$ cat config.mk
export PLATFORM = sky130hd
export DESIGN_NAME = wms_ctrl
export DESIGN_NICKNAME = d
export VERILOG_FILES = /design/src/hdl/wms_pkg.sv /design/src/hdl/wms_ctrl.sv
export SDC_FILE = /design/constraint.sdc
export NUM_CORES = 1
export LEC_CHECK = 0
export ABC_AREA = 1
export BUFFER_PORTS_ARGS = -buffer_cell sky130_fd_sc_hd__buf_4
export CAP_MARGIN = 20
export CORE_AREA = 2 2 39 41
export DETAILED_ROUTE_END_ITERATION = 10
export DIE_AREA = 0 0 41 43
export GPL_TIMING_DRIVEN = 0
export PLACE_DENSITY = 0.6
export RECOVER_POWER = 100
export REMOVE_ABC_BUFFERS = 1
export SLEW_MARGIN = 10
export SYNTH_ARGS = -nofsm -noshare
export SYNTH_HDL_FRONTEND = slang
export SYNTH_SLANG_ARGS = --single-unit
$ cat constraint.sdc
create_clock -name clock -period 1 [get_ports clock]
set_clock_uncertainty 0.1 [all_clocks]
set_input_delay 0.15 -clock clock [delete_from_list [all_inputs] [get_ports clock]]
set_output_delay 0.15 -clock clock [all_outputs]
set_load 0.005 [all_outputs]
$ cat src/hdl/wms_pkg.sv
// Shared constants, types and helpers of the 2D sliding-window minimum block.
`timescale 1ns / 1ps
package wms_pkg;

   localparam int MAX_ROWS_DEF   = 4096;
   localparam int MAX_COLS_DEF   = 4096;
   localparam int MAX_WIN_DEF    = 64;
   localparam int PIXEL_BITS_DEF = 30;

   localparam int SUM_W      = 63;
   localparam int DIM_W      = 13;
   localparam int WIN_W      = 7;
   localparam int CSR_DATA_W = 13;
   localparam int CSR_IDX_W  = 2;

   localparam logic [CSR_IDX_W-1:0] CSR_ROWS     = 2'd0;
   localparam logic [CSR_IDX_W-1:0] CSR_COLS     = 2'd1;
   localparam logic [CSR_IDX_W-1:0] CSR_WIN_ROWS = 2'd2;
   localparam logic [CSR_IDX_W-1:0] CSR_WIN_COLS = 2'd3;

   typedef enum logic [3:0] {
      ST_IDLE,
      ST_RDHEAD,
      ST_CHKHEAD,
      ST_RDTAIL,
      ST_CHKTAIL,
      ST_PUSH,
      ST_PTR,
      ST_PTRD,
      ST_EMIT,
      ST_ADV
   } state_type;

   typedef struct packed {
      logic accept;
      logic rd_tail;
      logic expire;
      logic take_front;
      logic pop;
      logic push;
      logic ptr_rd;
      logic start_col;
      logic emit;
      logic advance;
   } cmd_type;

   typedef struct packed {
      logic cnt_zero;
      logic cnt_one;
      logic expired;
      logic tail_ge;
      logic sel_col;
      logic col_go;
      logic out_go;
      logic out_busy;
   } sts_type;

   // limit a register value to 1..hi
   function automatic logic [31:0] clamp_u(logic [31:0] v, logic [31:0] hi);
      logic [31:0] r;
      r = v;
      if (v < 32'd1) r = 32'd1;
      else if (v > hi) r = hi;
      return r;
   endfunction

endpackage

$ cat src/hdl/wms_ctrl.sv
// Sequencer for the row and column deque updates of one pixel.
`timescale 1ns / 1ps
module wms_ctrl (
   input  logic              clock,
   input  logic              reset,
   input  logic              req_valid,
   output logic              req_ready,
   input  wms_pkg::sts_type  sts,
   output wms_pkg::cmd_type  cmd
);
   import wms_pkg::*;

   state_type state_ff, state_in;

   always_ff @(posedge clock) begin
      if (reset) state_ff <= ST_IDLE;
      else state_ff <= state_in;
   end

   always_comb begin
      state_in = state_ff;
      unique case (state_ff)
         ST_IDLE:    if (req_valid) state_in = ST_RDHEAD;
         ST_RDHEAD:  state_in = ST_CHKHEAD;
         ST_CHKHEAD: begin
            if (sts.cnt_zero) state_in = ST_PUSH;
            else if (sts.expired) state_in = ST_RDHEAD;
            else state_in = ST_RDTAIL;
         end
         ST_RDTAIL:  state_in = ST_CHKTAIL;
         ST_CHKTAIL: begin
            if (sts.tail_ge && !sts.cnt_one) state_in = ST_RDTAIL;
            else state_in = ST_PUSH;
         end
         ST_PUSH: begin
            if (!sts.sel_col) state_in = sts.col_go ? ST_PTR : ST_ADV;
            else state_in = sts.out_go ? ST_EMIT : ST_ADV;
         end
         ST_PTR:     state_in = ST_PTRD;
         ST_PTRD:    state_in = ST_RDHEAD;
         ST_EMIT:    if (!sts.out_busy) state_in = ST_IDLE;
         ST_ADV:     state_in = ST_IDLE;
         default:    state_in = ST_IDLE;
      endcase
   end

   always_comb begin
      cmd = '0;
      req_ready = 1'b0;
      unique case (state_ff)
         ST_IDLE: begin
            req_ready  = 1'b1;
            cmd.accept = req_valid;
         end
         ST_CHKHEAD: begin
            cmd.expire     = !sts.cnt_zero && sts.expired;
            cmd.take_front = !sts.cnt_zero && !sts.expired;
         end
         ST_RDTAIL:  cmd.rd_tail = 1'b1;
         ST_CHKTAIL: cmd.pop = sts.tail_ge;
         ST_PUSH:    cmd.push = 1'b1;
         ST_PTR:     cmd.ptr_rd = 1'b1;
         ST_PTRD:    cmd.start_col = 1'b1;
         ST_EMIT: begin
            cmd.emit    = !sts.out_busy;
            cmd.advance = !sts.out_busy;
         end
         ST_ADV:     cmd.advance = 1'b1;
         default:    cmd = '0;
      endcase
   end

endmodule

Word level (Yosys, flattened, before mapping)
Index checks and enable logic that the tools add are counted.

Logic and storage cells: 40. Bits in registers: 4. Output and inout bits: 11.

Reductions and logical operators: 9. Mux-type cells: 19. Equal/unequal tests: 11.

Operator list (number): $pmux W4 S9 (1); $eq A4 B3 Y1 const B (4); $mux W4 (4); $mux W1 (9); $eq A4 B2 Y1 const B (2); $eq A4 B4 Y1 const B (2); $mux W3 (2); $eq A4 B1 Y1 const B (1); $logic_not A1 Y1 (4); $logic_not A4 Y1 (1); $mux W2 (2); $ne A2 B2 Y1 const B (2); $logic_and A1 B1 Y1 (3); $pmux W1 S2 (1); $reduce_and A2 Y1 (1).

Depth between registers and ports, before layout
Depth after elaboration: 4. Depth in mapped cells: 7. Depth with buffers taken out: 7.

Worst setup path after synthesis
Ideal clock, no wire load.

Path type: register to register. Start point: register state_ff[0]. End point: register state_ff[1]. Period minus slack after synthesis: 1045 ps. Buffers on the path: 0. Arrival time: 834 ps. Cell stages (with the launch flop): 8. Data required time: 789 ps. Path slack: -45 ps. Cell sequence: dfxtp_1 inv_2 nand2_1 nor2_1 nand2_1 nand2_1 nor2_1 nor2_1.

Cells in the longest elaborated chain, start to end: 3. Elaborated cells between the ends (all ways): 13. Classes of those cells: eq/ne (10); mux (1); reduce/logical (2).

Ends and longest elaborated chain: start, declared (RTL line wms_ctrl.sv:13) `state_type state_ff, state_in;`; start signal, assigned (RTL line wms_ctrl.sv:17) `else state_ff <= state_in;`; $eq A4 B4 Y1 / $logic_not A4 Y1 (equally long branches) (RTL line wms_ctrl.sv:22) `unique case (state_ff)`; $ne A2 B2 Y1 (no source line); $reduce_and A2 Y1 (no source line).

Several ways; a longest one is shown, not always the timed one. A chain may end at the register's enable or synchronous reset.

==> metrics <==
Post-synth EDFFs=0; Post-Synthesis Cells=67; wire length on met1=499 µm; Final Setup Violations=15; Clock Latency Late Sink=230 ps; crit path DAT=1080 ps; R2R cell count=7; overall power=0.7384 mW; input/output buffers=21; layout net count=116; diodes inserted=0; synth cell count leaders=nor2_1, nand2_1, inv_1; failing checks=setup timing; Crit-path slowest cell=dfxtp_4; Mapped Area=356.6 µm²; Power Density=975.5 mW/mm²; max incr delay on CP=370 ps; Detail Route Antenna Nets=0; hpwl dp=782.8 µm; Worst VDD drop=0.7166 mV; final max-slew violation count=0; CTS Buf Count=3; Int Pwr=0.4772 mW; CTS Root Cell=clkbuf_4; net switching power=0.2612 mW; drt initial violations=2; full die area=0.001763 mm²; clock sink count=4; vias in the first global route=466; Layout fillers=140; largest net degree at the start of global routing=7; top sig layer=met3; die width=41 µm; Routability Congestion=0.7530; first-pass GRT wire length=1676 µm; Row Count=14; area grow syn2layout=112.3%; CP startpoint kind=register; max reg flops=4; Seq/Total Area, Yosys=22.46%; gr usage total=13.65%; Worst Max-Slew Pin Slew=166.4 ps; Yosys cell types=13; Largest Register=state_ff; vias=529; PnR worst setup slack=-329.1 ps; WL met2=730 µm; Tmin final=1329 ps; final WL=1255 µm; min-delay src=sts[3]; Routed WL per cell=10.55 µm; max-cap check violation count=0; hold slack=114.8 ps; post-place setup slack=-209.6 ps; async set or reset register ratio after synthesis=0%; WL met3=26 µm; Hold/Removal Path Class=in2reg; post-layout util=54.70%; worst r2r src=state_ff[2]; Fmax=0.7524 GHz; outcome=finished, violations left; core area=0.001384 mm²; Clock Pin Slew Worst Setup and Hold Paths=30 ps; Starting Density=25.77%; CTS tree=yes; Synth area leader=dfxtp_1; GR Overflow Total=0; RSZ-0062 raised after global routing=yes; period utilization=132.9%; DRT Pass-1 Iters=4; CTS Buffer Depth=2; Die Height=43 µm; Comb power frac=45.2%; clock power share=25.8%; initial antenna violation count=0; biggest regs=state_ff (4); most common cell in the synthesized netlist=nor2_1; crit path max fanout=3; synth top area cells=dfxtp_1, nor2_1, nand2_1; P_leak=0.4019 nW; Post-synth top flop=dfxtp_1; Remaining DRCs=0; hold path cells=3; worst rel slew slack=88.88%; Required @ worst endpoint=750 ps; I/O pins=22; Sw Ratio=35.38%; vias per cell=4.445; FF+latch count, synth=4; sequential power share=29.1%; Syn Area/Cell=5.322 µm²; CTS H-tree depth=1; fraction of layout instances using a drive strength above 1=61.17%; Critical Path Start=state_ff[3]; area share of the leading cell type in the synthesized netlist=22.46%; CP endpoint kind=output pin; Yosys warnings=0; Cell Chain, Critical Path=inv_4 -> nor2_4 -> inv_2 -> a211oi_2 -> buf_4; Hold Fails Final Rpt=0; WS Path Type=reg2out
-- power groups by stage --
stage / Sequential, mW / Combinational [mW] / Clock [mW]
6_report: 0.215 / 0.333 / 0.190
5_1_grt: 0.218 / 0.365 / 0.212
4_1_cts: 0.211 / 0.290 / 0.202
3_5_place_dp: 0.205 / 0.233 / 0
3_3_place_gp: 0.204 / 0.231 / 0
2_1_floorplan: 0.199 / 0.137 / 0
-- stage by stage --
stage | area (µm²) | cells | setup TNS, ps
global placement | 534.3 | 104 | -1893
finish | 757.0 | 119 | -3876
floorplan | 356.6 | 67 | -114.1
global route | 757.0 | 119 | -4703
CTS | 680.7 | 116 | -4154
detailed placement | 534.3 | 104 | -2022
-- logic make-up after synthesis --
group           count (synthesis)  synth area share (%)
simple gates                   45                 56.49
flops                           4                 22.46
compound gates                  4                 6.315
buf+inv                        14                 14.74
-- cells in the final DEF, fill, tap and decap left out, drive strengths merged --
master       Yosys  layout
buf              0      32
a211oi           1       1
nor2            18      18
a21oi            2       2
inv             14      14
clkbuf           0       3
nand2           15      15
dlygate4sd3      0       1
nor3             3       3
o21ai            1       1
nand3            9       9
dfxtp            4       4
-- cell type report --
cell class                      instances  area, µm²  area share (%)
Multi-Input combinational cell         49      290.3           38.35
Tap cell                               16      20.02           2.645
Timing Repair Buffer                   33      269.0           35.54
Sequential cell                         4      95.09           12.56
Clock buffer                            3      22.52           2.975
Inverter                               14      60.06           7.934
-- per-layer routing --
| metal | global-route usage, % | vias to the layer above |
|---|---|---|
| met2 | 24.38 | 9 |
| met1 | 14.47 | 238 |
| li1 | - | 282 |
| met4 | 6.667 | 0 |
| met5 | 0 | - |
| met3 | 1.571 | 0 |
-- final timing paths --
check                              endpoint  slack (ps)
worst max-delay path                 cmd[0]        -330
worst min-delay path            state_ff[3]         110
worst max register to register  state_ff[2]        -260
worst min register to register  state_ff[0]         440
-- worst max-delay path: cells and delay by family, from the launching register on --
| family | cells | cell delay, ps |
|---|---|---|
| compound gates | 1 | 140 |
| buf+inv | 3 | 250 |
| flops | 1 | 370 |
| simple gates | 1 | 100 |
-- repair_timing --
| action | 4_1_cts | 5_1_grt |
|---|---|---|
| hold buffers | 1 | 0 |
| pin swaps | 4 | 9 |
| hold endpoints to repair | 4 | 0 |
| endpoints found under the setup margin | 15 | 15 |
| gates resized for setup | 20 | 17 |
| setup buffers | 8 | 5 |
Power figures use the tool's default switching activity.
